$ cat config.mk
export PLATFORM = sky130hd
export DESIGN_NAME = cbe_queue
export DESIGN_NICKNAME = d
export VERILOG_FILES = /design/src/rtl/cbe_pkg.sv /design/src/rtl/cbe_queue.sv
export VERILOG_INCLUDE_DIRS = /design/src /design/src/rtl
export SDC_FILE = /design/constraint.sdc
export NUM_CORES = 1
export LEC_CHECK = 0
export BUFFER_PORTS_ARGS = -buffer_cell sky130_fd_sc_hd__buf_2
export CORE_MARGIN = 2
export CORE_UTILIZATION = 25
export CTS_CLUSTER_SIZE = 16
export DETAILED_ROUTE_END_ITERATION = 8
export PLACE_DENSITY = 0.45
export SLEW_MARGIN = 20
export SYNTH_ARGS = -nofsm -noshare
export SYNTH_HDL_FRONTEND = slang
export SYNTH_SLANG_ARGS = --single-unit
$ cat constraint.sdc
create_clock -name clk -period 7.2 [get_ports clk]
set_input_delay 0.72 -clock clk [delete_from_list [all_inputs] [get_ports clk]]
set_output_delay 0.72 -clock clk [all_outputs]
set_load 0.01 [all_outputs]
$ cat src/rtl/cubic_bspline_evaluator_unit_macros.svh
// Assertion macros shared by the cubic B-spline evaluator RTL.
// Each macro expects signals named clk and rst_n in the including scope.
`ifndef CUBIC_BSPLINE_EVALUATOR_UNIT_MACROS_SVH
`define CUBIC_BSPLINE_EVALUATOR_UNIT_MACROS_SVH

// Condition that must hold at every clock edge outside reset.
`define CBE_ASSERT_ALWAYS(lbl, cond, msg) \
  lbl: assert property (@(posedge clk) disable iff (!rst_n) (cond)) else $error(msg);

// Same-cycle implication.
`define CBE_ASSERT_IMPL(lbl, ante, cons, msg) \
  lbl: assert property (@(posedge clk) disable iff (!rst_n) (ante) |-> (cons)) else $error(msg);

// Next-cycle implication.
`define CBE_ASSERT_NEXT(lbl, ante, cons, msg) \
  lbl: assert property (@(posedge clk) disable iff (!rst_n) (ante) |=> (cons)) else $error(msg);

`endif

$ cat src/rtl/cbe_pkg.sv
// Shared types and constants of the cubic B-spline evaluator.
// No dependencies; every RTL module imports this package.
package cbe_pkg;

  localparam int QDEPTH = 4;
  localparam int QCNT_W = 3;
  localparam int QPTR_W = 2;
  localparam int SEG_W  = 16;
  localparam int U_W    = 25;

  typedef enum logic {
    CMD_LOAD = 1'b0,
    CMD_EVAL = 1'b1
  } cmd_t;

  typedef enum logic [1:0] {
    ORD_VALUE  = 2'd0,
    ORD_FIRST  = 2'd1,
    ORD_SECOND = 2'd2,
    ORD_HIGH   = 2'd3
  } order_t;

  localparam logic [1:0] REG_START = 2'd0;
  localparam logic [1:0] REG_RATE  = 2'd1;
  localparam logic [1:0] REG_COUNT = 2'd2;

  localparam logic [U_W-1:0] ONE_Q24  = 25'h100_0000;
  localparam logic [63:0]    MAG_MAX  = 64'h7FFF_FFFF_FFFF_FFFF;
  localparam logic [63:0]    HALF_DIV = 64'd50331648;  // 3 * 2^24
  localparam logic [16:0]    THIRD_18 = 17'd87381;     // floor(2^18 / 3)
  localparam logic [19:0]    RECIP3   = 20'd699051;    // ceil(2^21 / 3)
  localparam int             RECIP_SH = 21;

  // One item as it travels from the front end to the back end.
  typedef struct packed {
    logic              is_load;
    logic [7:0]        idx;
    logic [2:0][31:0]  coord;
    logic              rng;
    logic [1:0]        order;
    logic [SEG_W-1:0]  seg;
    logic [U_W-1:0]    u;
  } qent_t;

  // Control that follows an evaluation down the back-end pipeline.
  typedef struct packed {
    logic       vld;
    logic       rng;
    logic [1:0] order;
  } bctl_t;

endpackage

$ cat src/rtl/cbe_queue.sv
// Four-entry item queue between the front end and the back end.
// Depends on cbe_pkg and the assertion macro header.
`include "cubic_bspline_evaluator_unit_macros.svh"

module cbe_queue import cbe_pkg::*; (
  input  logic              clk,
  input  logic              rst_n,
  input  logic              push,
  input  qent_t             push_data,
  input  logic              pop,
  output qent_t             head,
  output logic [QCNT_W-1:0] count
);

  qent_t              mem_r [QDEPTH];
  logic [QPTR_W-1:0]  wr_ptr_r;
  logic [QPTR_W-1:0]  rd_ptr_r;
  logic [QCNT_W-1:0]  cnt_r;

  always_ff @(posedge clk) begin
    if (!rst_n) begin
      wr_ptr_r <= '0;
      rd_ptr_r <= '0;
      cnt_r    <= '0;
    end else begin
      if (push) wr_ptr_r <= wr_ptr_r + 1'b1;
      if (pop)  rd_ptr_r <= rd_ptr_r + 1'b1;
      if (push && !pop) cnt_r <= cnt_r + 1'b1;
      else if (!push && pop) cnt_r <= cnt_r - 1'b1;
    end
  end

  always_ff @(posedge clk) begin
    if (push) mem_r[wr_ptr_r] <= push_data;
  end

  assign head  = mem_r[rd_ptr_r];
  assign count = cnt_r;

  `CBE_ASSERT_ALWAYS(a_q_bound, cnt_r <= QCNT_W'(QDEPTH), "queue count above depth")
  `CBE_ASSERT_IMPL(a_q_credit, push && !pop, cnt_r < QCNT_W'(QDEPTH), "push into full queue")
  `CBE_ASSERT_NEXT(a_q_grow, push && !pop, cnt_r == $past(cnt_r) + 1'b1, "queue count lost a push")

endmodule

==> results <==
- The flow ran to the end, and the final reports show no timing, DRC or antenna violations.
- The worst-case clock buffer depth is 3.
- The number of cells on the worst reg-to-reg path is 4.
- The DRC violations left is 0.
- The routed via count divided by cell count is 4.12.
- The biggest area contributor in the post-synthesis netlist is edfxtp_1.
- Clock latency on the worst-skew pair, taken at its later pin, is 0.59 ns.
- At the pin with the least slew margin, the transition time is 1.07 ns.
- After the first detailed-routing iteration, the DRC count stood at 498.
- The areal power density over the cells is 302 mW/mm^2.
- The largest fanout on the critical path is 54.
- Averaged over all synthesized cells, the footprint is 26.8 um^2.
- The number of nets in the layout is 1333.
- Sorting the synthesized cells by area gives the leading types as edfxtp_1 (82%), mux4_2 (15%), dfxtp_1 (0.82%), buf_6 (0.72%), buf_2 (0.37%).
- The overall die area is 0.0901 mm^2.
- The worst hold slack is 0.337 ns.
- The class of the tightest hold or removal check is in2reg.
- The terminus of the critical flop-to-flop path is mem_r[2][129].
- The Yosys step of the flow raised 0 warnings.
- The delay of the slowest critical-path stage is 0.96 ns.
- The number of placed instances, taps included is 2256.
- The logic depth of the worst path, buffers included is 3.
- Setup repair after global routing left no endpoint under its margin.
- The post-synthesis register bit count is 605.
- Routability-driven placement finished with a final weighted congestion of 0.667.
- Synthesis produced a netlist whose cell count is 820.
- In the global route stage, overall resource usage came out at 10.5%.
- Port buffering added 304 buffers.
- The via count of the first global-routing pass is 10700.
- For this design, the slowest cell found on the critical path is dfxtp_4.
- The number of maximum-capacitance violations is 0.
- The cts-stage hold buffer count is 0.
- Adding up every negative setup slack in the final design gives 0 ns.
- The reported leakage power is 0.00880 uW.
- The number of sinks driven by the clock tree is 605.
- The root buffer cell is clkbuf_16.
- The library cells used most frequently in the layout, excluding fill and tap cells, are edfxtp_1 (596), buf_2 (304), mux4_2 (149).
- Among cell families on the critical path, the largest total delay comes from flip-flops.
- The sequential cell area fraction in the yosys report is 82.4%.
- The number of distinct library cell variants in the gate-level netlist after synthesis is 18.
- Clock tree synthesis inserted a total of 70 buffers.
- Gates resized during post-CTS repair numbered 0.
- The total count of hold-check failures in the final report is 0.
- On the final layout, the worst clock skew is 0.0200 ns.
- Of the available clock period, the critical path in the final layout requires 51.9%.
- The buffers plus inverters on the worst setup path is 2.
- The half-perimeter wire length of the detailed placement result is 27500 um.
- The required time of the critical path is 6.48 ns.
- The iteration count of the initial detailed-routing pass is 4.
- After clock tree synthesis, the clock-pin slew on the worst setup and hold paths is 0.05 ns.
- In this run the tightest slew margin relative to its limit is 28.9%.
- The worst setup path is captured at a primary output.
- Across the VDD grid, the largest voltage drop is 171 uV.
- The number of setup violations in the final report is 0.
- The die outline width is 300 um.
- The library cell used most frequently in the layout, excluding fill and tap cells, is edfxtp_1.
- Walking the worst path, the cells encountered are buf_4, mux4_2, buf_2.
- After floorplanning, the core was sized to cover 0.0869 mm^2.
- Dividing the detail-routed wire length by the instance count gives 20.2 um.
- The total overflow left after global routing is 0.
- STA classifies the critical path startpoint as a flop.
- The number of post-CTS setup repair buffers is 0.
- The number of nets handed over by synthesis was 979.
- For this run, the number of standard cells in the final layout without fillers is 2383.
- The worst reg2reg path startpoint is wr_ptr_r[0].
- The number of H-tree levels is 3.
- After floorplanning, the core was divided into 108 placement rows.
- The worst setup path is of the reg2out kind.
- 305 I/O pins were placed.
- For the finished layout, the period the worst path requires is 3.74 ns.
- Summed over all layers, the routed wires come to 48100 um.
- Summed over its instances, the top area cell type makes up 81.6% of the synthesized netlist area.
- In this run the register-to-register setup slack is 4.72 ns.
- The netlist area before placement is 0.0219 mm^2.
- The count of final max-slew check failures is 0.
- The die is 300 um tall.
- Of the cells placed in the final design, the portion with a size suffix greater than 1 is 45.9%.
- The detailed-route via count is 9817.
- The detail route stage leaves a number of antenna-violating nets equal to 0.
- The area growth from synthesis to layout is 22.8%.
- The initial antenna violation count is 12.
- TritonCTS built the clock tree.
- The data arrival time of the critical path is 3.02 ns.
- Entering global routing, the biggest net connects 150 pins.
- The first-pass GRT wire length is 70200 um.
- Based on the critical path, the design can be clocked at up to 0.268 GHz.
- The starting density of the core is 25.2%.
- The worst setup path endpoint is head[65].
-- worst min-delay path by stage --
stage | to | slack, ns | from | cells past startpoint
after floorplan | count[2] | 0.51 | count[2] | 2
after global placement | count[2] | 0.48 | count[2] | 2
after detailed placement | count[2] | 0.49 | count[2] | 2
after CTS | mem_r[0][80] | 0.27 | push_data[80] | 1
after global routing | mem_r[3][43] | 0.31 | push_data[43] | 1
final | mem_r[2][12] | 0.34 | push_data[12] | 1
-- metrics by stage --
| stage | util [%] | area, um^2 | power (uW) | setup WS (ns) |
|---|---|---|---|---|
| final | 31.0 | 26900 | 8120 | 3.46 |
| after global routing | 31.0 | 26900 | 8460 | 3.25 |
| after CTS | 31.0 | 26900 | 8300 | 3.30 |
| after detailed placement | 28.5 | 24800 | 4940 | 3.97 |
| after global placement | 28.5 | 24800 | 4920 | 3.96 |
| after floorplan | - | 21900 | 4610 | 2.55 |
-- registers in the layout, indices dropped and copies added, names as in the netlist, named ones only --
signal / flops
count: 3
mem_r: 596
rd_ptr_r: 2
wr_ptr_r: 2
-- where the power goes --
part | total [uW] | internal (uW) | switching [uW]
logic | 722 | 322 | 400
registers | 4110 | 4050 | 54.3
clock network | 3290 | 1940 | 1360
-- logic make-up (layout without fill, tap and decap cells) --
logic type	after synthesis	after routing	synth area share, %
muxes	151	151	15.4
xor gates and xnor gates	5	5	0.200
buffers and inverters	38	443	1.22
other	0	3	0
and+or+nand+nor	13	13	0.359
DFF	605	605	82.4
AOI/OAI and AO/OA	2	2	0.0570
adders and majority gates	6	6	0.376
-- cell type report --
cell class                 count  area [um^2]
fill                        8358        60000
sequential                   605        18100
multi-input combinational    177         3600
clock buffer                  93         1870
timing repair buffer         316         1660
tap                         1155         1450
clock inverter                30          254
inverter                       4         15.0
antenna                        3         7.51
-- worst register-to-register path, cell delays in order (launching register included) --
cell and delay [ns]:
dfxtp_1 0.35, inv_1 0.09, ha_1 0.15, and2_4 0.54
buf_4 0.91
-- routing by layer --
layer / up-vias / wire, um / share of wire (%) / global-route usage, %
li1: 4279 / - / - / -
met1: 5155 / 19800 / 41 / 13.1
met2: 252 / 23200 / 48 / 16.9
met3: 115 / 3450 / 7.2 / 3.60
met4: 16 / 1570 / 3.3 / 4.01
met5: - / 98 / 0.20 / 0
-- Yosys cell counts (all sizes together) --
cell type / instances
edfxtp: 596
mux2i: 2
nor2b: 2
xnor2: 2
a21boi: 1
xor2: 3
and2: 9
dfxtp: 9
nand2: 1
ha: 5
mux4: 149
fa: 1
or3: 1
clkbuf: 4
o21ai: 1
buf: 30
inv: 4
Power figures use the tool's default switching activity.
