--- src/rtl/cubic_bspline_evaluator_unit_macros.svh ---
// Assertion macros shared by the cubic B-spline evaluator RTL.
// Each macro expects signals named clk and rst_n in the including scope.
`ifndef CUBIC_BSPLINE_EVALUATOR_UNIT_MACROS_SVH
`define CUBIC_BSPLINE_EVALUATOR_UNIT_MACROS_SVH

// Condition that must hold at every clock edge outside reset.
`define CBE_ASSERT_ALWAYS(lbl, cond, msg) \
  lbl: assert property (@(posedge clk) disable iff (!rst_n) (cond)) else $error(msg);

// Same-cycle implication.
`define CBE_ASSERT_IMPL(lbl, ante, cons, msg) \
  lbl: assert property (@(posedge clk) disable iff (!rst_n) (ante) |-> (cons)) else $error(msg);

// Next-cycle implication.
`define CBE_ASSERT_NEXT(lbl, ante, cons, msg) \
  lbl: assert property (@(posedge clk) disable iff (!rst_n) (ante) |=> (cons)) else $error(msg);

`endif

--- src/rtl/cbe_pkg.sv ---
// Shared types and constants of the cubic B-spline evaluator.
// No dependencies; every RTL module imports this package.
package cbe_pkg;

  localparam int QDEPTH = 4;
  localparam int QCNT_W = 3;
  localparam int QPTR_W = 2;
  localparam int SEG_W  = 16;
  localparam int U_W    = 25;

  typedef enum logic {
    CMD_LOAD = 1'b0,
    CMD_EVAL = 1'b1
  } cmd_t;

  typedef enum logic [1:0] {
    ORD_VALUE  = 2'd0,
    ORD_FIRST  = 2'd1,
    ORD_SECOND = 2'd2,
    ORD_HIGH   = 2'd3
  } order_t;

  localparam logic [1:0] REG_START = 2'd0;
  localparam logic [1:0] REG_RATE  = 2'd1;
  localparam logic [1:0] REG_COUNT = 2'd2;

  localparam logic [U_W-1:0] ONE_Q24  = 25'h100_0000;
  localparam logic [63:0]    MAG_MAX  = 64'h7FFF_FFFF_FFFF_FFFF;
  localparam logic [63:0]    HALF_DIV = 64'd50331648;  // 3 * 2^24
  localparam logic [16:0]    THIRD_18 = 17'd87381;     // floor(2^18 / 3)
  localparam logic [19:0]    RECIP3   = 20'd699051;    // ceil(2^21 / 3)
  localparam int             RECIP_SH = 21;

  // One item as it travels from the front end to the back end.
  typedef struct packed {
    logic              is_load;
    logic [7:0]        idx;
    logic [2:0][31:0]  coord;
    logic              rng;
    logic [1:0]        order;
    logic [SEG_W-1:0]  seg;
    logic [U_W-1:0]    u;
  } qent_t;

  // Control that follows an evaluation down the back-end pipeline.
  typedef struct packed {
    logic       vld;
    logic       rng;
    logic [1:0] order;
  } bctl_t;

endpackage

--- src/rtl/cbe_front.sv ---
// Front end: accepts items, forms the knot parameter, range flag, segment and u.
// Depends on cbe_pkg; feeds cbe_queue.
module cbe_front import cbe_pkg::*; #(
  parameter int MAX_POINTS = 256
) (
  input  logic               clk,
  input  logic               rst_n,
  input  logic               in_valid,
  output logic               in_ready,
  input  logic               in_cmd,
  input  logic [7:0]         in_point_index,
  input  logic signed [31:0] in_coord_0,
  input  logic signed [31:0] in_coord_1,
  input  logic signed [31:0] in_coord_2,
  input  logic signed [47:0] in_sample_time,
  input  logic [1:0]         in_deriv_order,
  input  logic signed [47:0] start_time,
  input  logic [31:0]        knot_rate,
  input  logic [8:0]         point_count,
  input  logic [QCNT_W-1:0]  q_count,
  output logic               q_push,
  output qent_t              q_data
);

  logic                acc;
  logic [QCNT_W-1:0]   busy;
  logic signed [48:0]  diff;
  logic [8:0]          cnt;

  logic                a_vld_r, b_vld_r;
  logic                a_load_r, b_load_r;
  logic [7:0]          a_idx_r, b_idx_r;
  logic [2:0][31:0]    a_coord_r, b_coord_r;
  logic [1:0]          a_order_r, b_order_r;
  logic                a_bad_r, b_bad_r;
  logic [31:0]         a_dh_r;
  logic [15:0]         a_dl_r;
  logic [63:0]         b_ph_r;
  logic [47:0]         b_pl_r;

  logic [63:0]         s;
  logic [31:0]         fl;
  logic [31:0]         cm2;
  logic                ovf, lo, hi, clamp;

  assign busy     = q_count + QCNT_W'(a_vld_r) + QCNT_W'(b_vld_r);
  assign in_ready = busy < QCNT_W'(QDEPTH);
  assign acc      = in_valid && in_ready;
  assign diff     = $signed({in_sample_time[47], in_sample_time})
                  - $signed({start_time[47], start_time});
  assign cnt      = (32'(point_count) > MAX_POINTS) ? 9'(MAX_POINTS) : point_count;

  always_ff @(posedge clk) begin
    if (!rst_n) begin
      a_vld_r <= 1'b0;
      b_vld_r <= 1'b0;
    end else begin
      a_vld_r <= acc;
      b_vld_r <= a_vld_r;
    end
  end

  always_ff @(posedge clk) begin
    a_load_r  <= (in_cmd == CMD_LOAD);
    a_idx_r   <= in_point_index;
    a_coord_r <= {in_coord_2, in_coord_1, in_coord_0};
    a_order_r <= in_deriv_order;
    a_bad_r   <= diff[48] || (cnt < 9'd4);
    a_dh_r    <= diff[47:16];
    a_dl_r    <= diff[15:0];

    b_load_r  <= a_load_r;
    b_idx_r   <= a_idx_r;
    b_coord_r <= a_coord_r;
    b_order_r <= a_order_r;
    b_bad_r   <= a_bad_r;
    b_ph_r    <= 64'(a_dh_r) * 64'(knot_rate);
    b_pl_r    <= 48'(a_dl_r) * 48'(knot_rate);
  end

  // s is the knot parameter in unsigned Q.32.
  assign ovf   = |b_ph_r[63:47];
  assign s     = 64'({b_ph_r[46:0], 16'h0000}) + 64'(b_pl_r);
  assign fl    = s[63:32];
  assign cm2   = 32'(cnt) - 32'd2;
  assign lo    = (fl == 32'd0);
  assign hi    = (fl > cm2) || ((fl == cm2) && (|s[31:0]));
  // At the top end of the range the segment is pulled back one and u becomes one.
  assign clamp = (fl == cm2);

  assign q_push         = b_vld_r;
  assign q_data.is_load = b_load_r;
  assign q_data.idx     = b_idx_r;
  assign q_data.coord   = b_coord_r;
  assign q_data.rng     = !b_bad_r && !ovf && !lo && !hi;
  assign q_data.order   = b_order_r;
  assign q_data.seg     = clamp ? SEG_W'(cnt - 9'd4) : SEG_W'(fl - 32'd1);
  assign q_data.u       = clamp ? ONE_Q24 : {1'b0, s[31:8]};

endmodule

--- config.mk ---
export PLATFORM = sky130hd
export DESIGN_NAME = cbe_front
export DESIGN_NICKNAME = d
export VERILOG_FILES = /design/src/rtl/cubic_bspline_evaluator_unit_macros.svh /design/src/rtl/cbe_pkg.sv /design/src/rtl/cbe_front.sv
export SDC_FILE = /design/constraint.sdc
export NUM_CORES = 2
export LEC_CHECK = 0
export ABC_CLOCK_PERIOD_IN_PS = 11500
export BUFFER_PORTS_ARGS = -buffer_cell sky130_fd_sc_hd__buf_4
export CAP_MARGIN = 10
export CELL_PAD_IN_SITES_DETAIL_PLACEMENT = 0
export CELL_PAD_IN_SITES_GLOBAL_PLACEMENT = 2
export CORE_MARGIN = 2
export CORE_UTILIZATION = 41
export CTS_BUF_LIST = sky130_fd_sc_hd__clkbuf_8 sky130_fd_sc_hd__clkbuf_16
export CTS_CLUSTER_DIAMETER = 50
export DETAILED_ROUTE_END_ITERATION = 7
export PLACE_DENSITY_LB_ADDON = 0.1
export SLEW_MARGIN = 20
export SYNTH_ARGS = -nofsm -noshare
export SYNTH_HDL_FRONTEND = slang
export SYNTH_SLANG_ARGS = --single-unit
--- constraint.sdc ---
create_clock -name clk -period 11.5 [get_ports clk]
set_input_delay 2.3 -clock clk [delete_from_list [all_inputs] [get_ports clk]]
set_output_delay 2.3 -clock clk [all_outputs]
set_load 0.05 [all_outputs]
==> results.toml <==
[timing]
finalMaxSlewViolations = 0
period_needed_ns = 10.01
fin_setup_tns_ns = 0
finalSetupViolations = 0
finalHoldViolCount = 0
fmax_ghz = 0.0999
rsz0062_at_grt = "no"
relSlewSlack = 0.218
post-route-period-util = 0.870
worst_pin_slew_ns = 1.16
skew_ns = 0.0461

[clock_network]
clock-root-buffer = "clkbuf_16"
cts.sinks = 378
clockBufferDepth = 3
cts_hold_buf = 0
cts_tree = "yes"
clock_latency_ns = 0.67
h-tree-depth = 2
ctsResizeCount = 0
numCtsBuffers = 55
post_cts_buffers = 0
clkSlewWorstSetupHoldPaths_ns = 0.06

[die]
die_width_um = 395
coreArea_sq_um = 152000
die_y_um = 395
dieArea_sq_um = 156000
io_pins = 401
core.rowCount = 143
initial_utilization = 0.413

[yosys]
yosys_warnings = 0
synthSimpleGateAreaFrac = 0.165
yosysSeqAreaShare = 0.121
synth_area_sq_um = 62600
ys_dominant_reg_cell = "dfxtp_1"
synth-compound-area-share = 0.0646
synth-seq-cells = 378
synthArstFlopShare = 0
syn_inst = 6752
synth-xor-area-share = 0.0288
synth_edf_count = 0
synth_top_family_by_area = "adder cells"
synth_mux_area_frac = 0.000480
ys_types = 81
syn_nets = 8818
synth.avg_cell_area_sq_um = 9.27
synthAdderAreaFrac = 0.521

[worst_setup_path]
arrival_ns = 10.50
required_ns = 11.99
regToRegStartpoint = "a_dh_r[15]"
criticalPathCategory = "primary input to flip-flop"
startpoint = "knot_rate[9]"
path_max_fanout = 48
startpoint_type = "primary input"
end_kind = "flip-flop"

[drt]
via_per_inst = 5.06
drc_errors = 0
ant_nets = 0
routedWlPerCell_um = 21.3
dr.pass1.iters = 6
drtIter0Drc = 2334
wirelength_um = 192000
vias = 45660

[finish]
fin_area_sq_um = 69500
nets = 9016
layout-drive-gt1-share = 0.0901
syn2layout_area_growth_pct = 11.0
insertedDiodeCount = 0

[grt]
grt_max_degree = 52
grt_usage = 0.252
antenna_found_initial = 18
gr-total-overflow = 0
grt_pass1_vias = 49975
grt_pass1_wl_um = 300000

[placement]
gp_congestion = 0.856
placed_area_sq_um = 67500
numPortBuffers = 400
place_hpwl_um = 152000

[job]
maxCapViolations = 0

[min_path]
min_from = "a_coord_r[33]"
hp-class = "flip-flop to flip-flop"

[run_status]
status = "finished clean"
[cells in the final DEF (no fill, tap or decap), types with 123 or more instances in the layout]
cell / count
a21o_1: 128
a21oi_1: 193
and2_1: 767
buf_4: 480
dfxtp_1: 359
fa_1: 1316
ha_1: 500
inv_1: 1326
nand2_1: 909
xnor2_1: 123
[sequential cells by signal (all words and copies together), names as in the netlist, 2 cells and up]
name	count
a_dl_r	16
a_coord_r	96
a_dh_r	32
a_order_r	2
b_pl_r	48
q_data	96
b_ph_r	64
a_idx_r	8
b_order_r	2
b_idx_r	8
[synthesized netlist by cell type, types with 16 or more instances]
cell,n,area [sq um]
o21a_1,21,158
fa_1,1316,26300
a31oi_1,29,181
nor2_1,119,447
nor3_1,34,170
o211ai_1,17,128
nand4_1,30,188
ha_1,500,6260
and2_1,767,4800
nand3_1,52,260
xor2_1,83,727
nand2_1,909,3410
inv_1,1322,4960
o21bai_1,25,188
nand2b_1,24,150
xnor2_1,123,1080
and3_1,29,181
nor2b_1,35,219
a211oi_1,16,120
dfxtp_1,378,7570
nor4_1,16,100
a21oi_1,193,966
clkbuf_1,332,1250
o21ai_0,100,500
a21o_1,128,961
[stage by stage]
stage / cells / utilization / setup WS, ns / hold WS [ns]
floorplan: 6752 / - / 2.16 / 0.310
global placement: 8923 / 0.445 / 0.919 / 0.310
detailed placement: 8923 / 0.445 / 0.965 / 0.312
CTS: 9026 / 0.458 / 1.40 / 0.309
global route: 9026 / 0.458 / 1.20 / 0.325
finish: 9026 / 0.458 / 1.49 / 0.320
[path summary, 6_finish.rpt]
path | end | slack, ns | cells after the start
worst max-delay path | b_ph_r[44] | 1.49 | 23
worst min-delay path | q_data[77] | 0.32 | 0
worst max register to register | b_ph_r[44] | 2.46 | 21
worst min register to register | q_data[77] | 0.32 | 0
[area by class of cell]
class / instances / area (sq um)
clock buffer: 66 / 1530
clock inverter: 37 / 475
timing repair buffer: 480 / 3600
inverter: 1322 / 4960
tap: 2030 / 2540
fill: 14972 / 82200
sequential: 378 / 7590
multi-input combinational: 4713 / 48800
[critical path, stage by stage]
cell,delay (ns)
buf_4,0.58
and2_1,0.25
fa_1,0.45
fa_1,0.55
inv_1,0.06
fa_1,0.58
fa_1,0.45
fa_1,0.55
inv_1,0.05
fa_1,0.45
fa_1,0.49
inv_1,0.05
fa_1,0.48
inv_1,0.04
ha_1,0.39
nand3_1,0.21
nor3_1,0.39
nand3_1,0.24
a211o_1,0.45
a31oi_1,0.20
buf_4,0.22
a41oi_1,0.24
xnor2_1,0.77
[cell families (layout without fill, tap and decap cells)]
logic type      count (synthesis)  in the layout
simple gates                 2062           2062
fa+ha+maj                    1816           1816
buf+inv                      1661           1905
compound gates                626            626
flops                         378            378
xor+xnor                      206            206
mux                             3              3
[layer usage]
layer  up-vias  routed length, um  global-route usage
met5         -                  8                   0
met4         2               3460              0.0469
met3       182              12800              0.0455
met2      1210              88800               0.410
met1     23556              86800               0.352
li1      20710                  -                   -
Power is left out: the tool's default activity adds up to more than one toggle a clock period on the data nets, which glitch-free logic cannot reach.
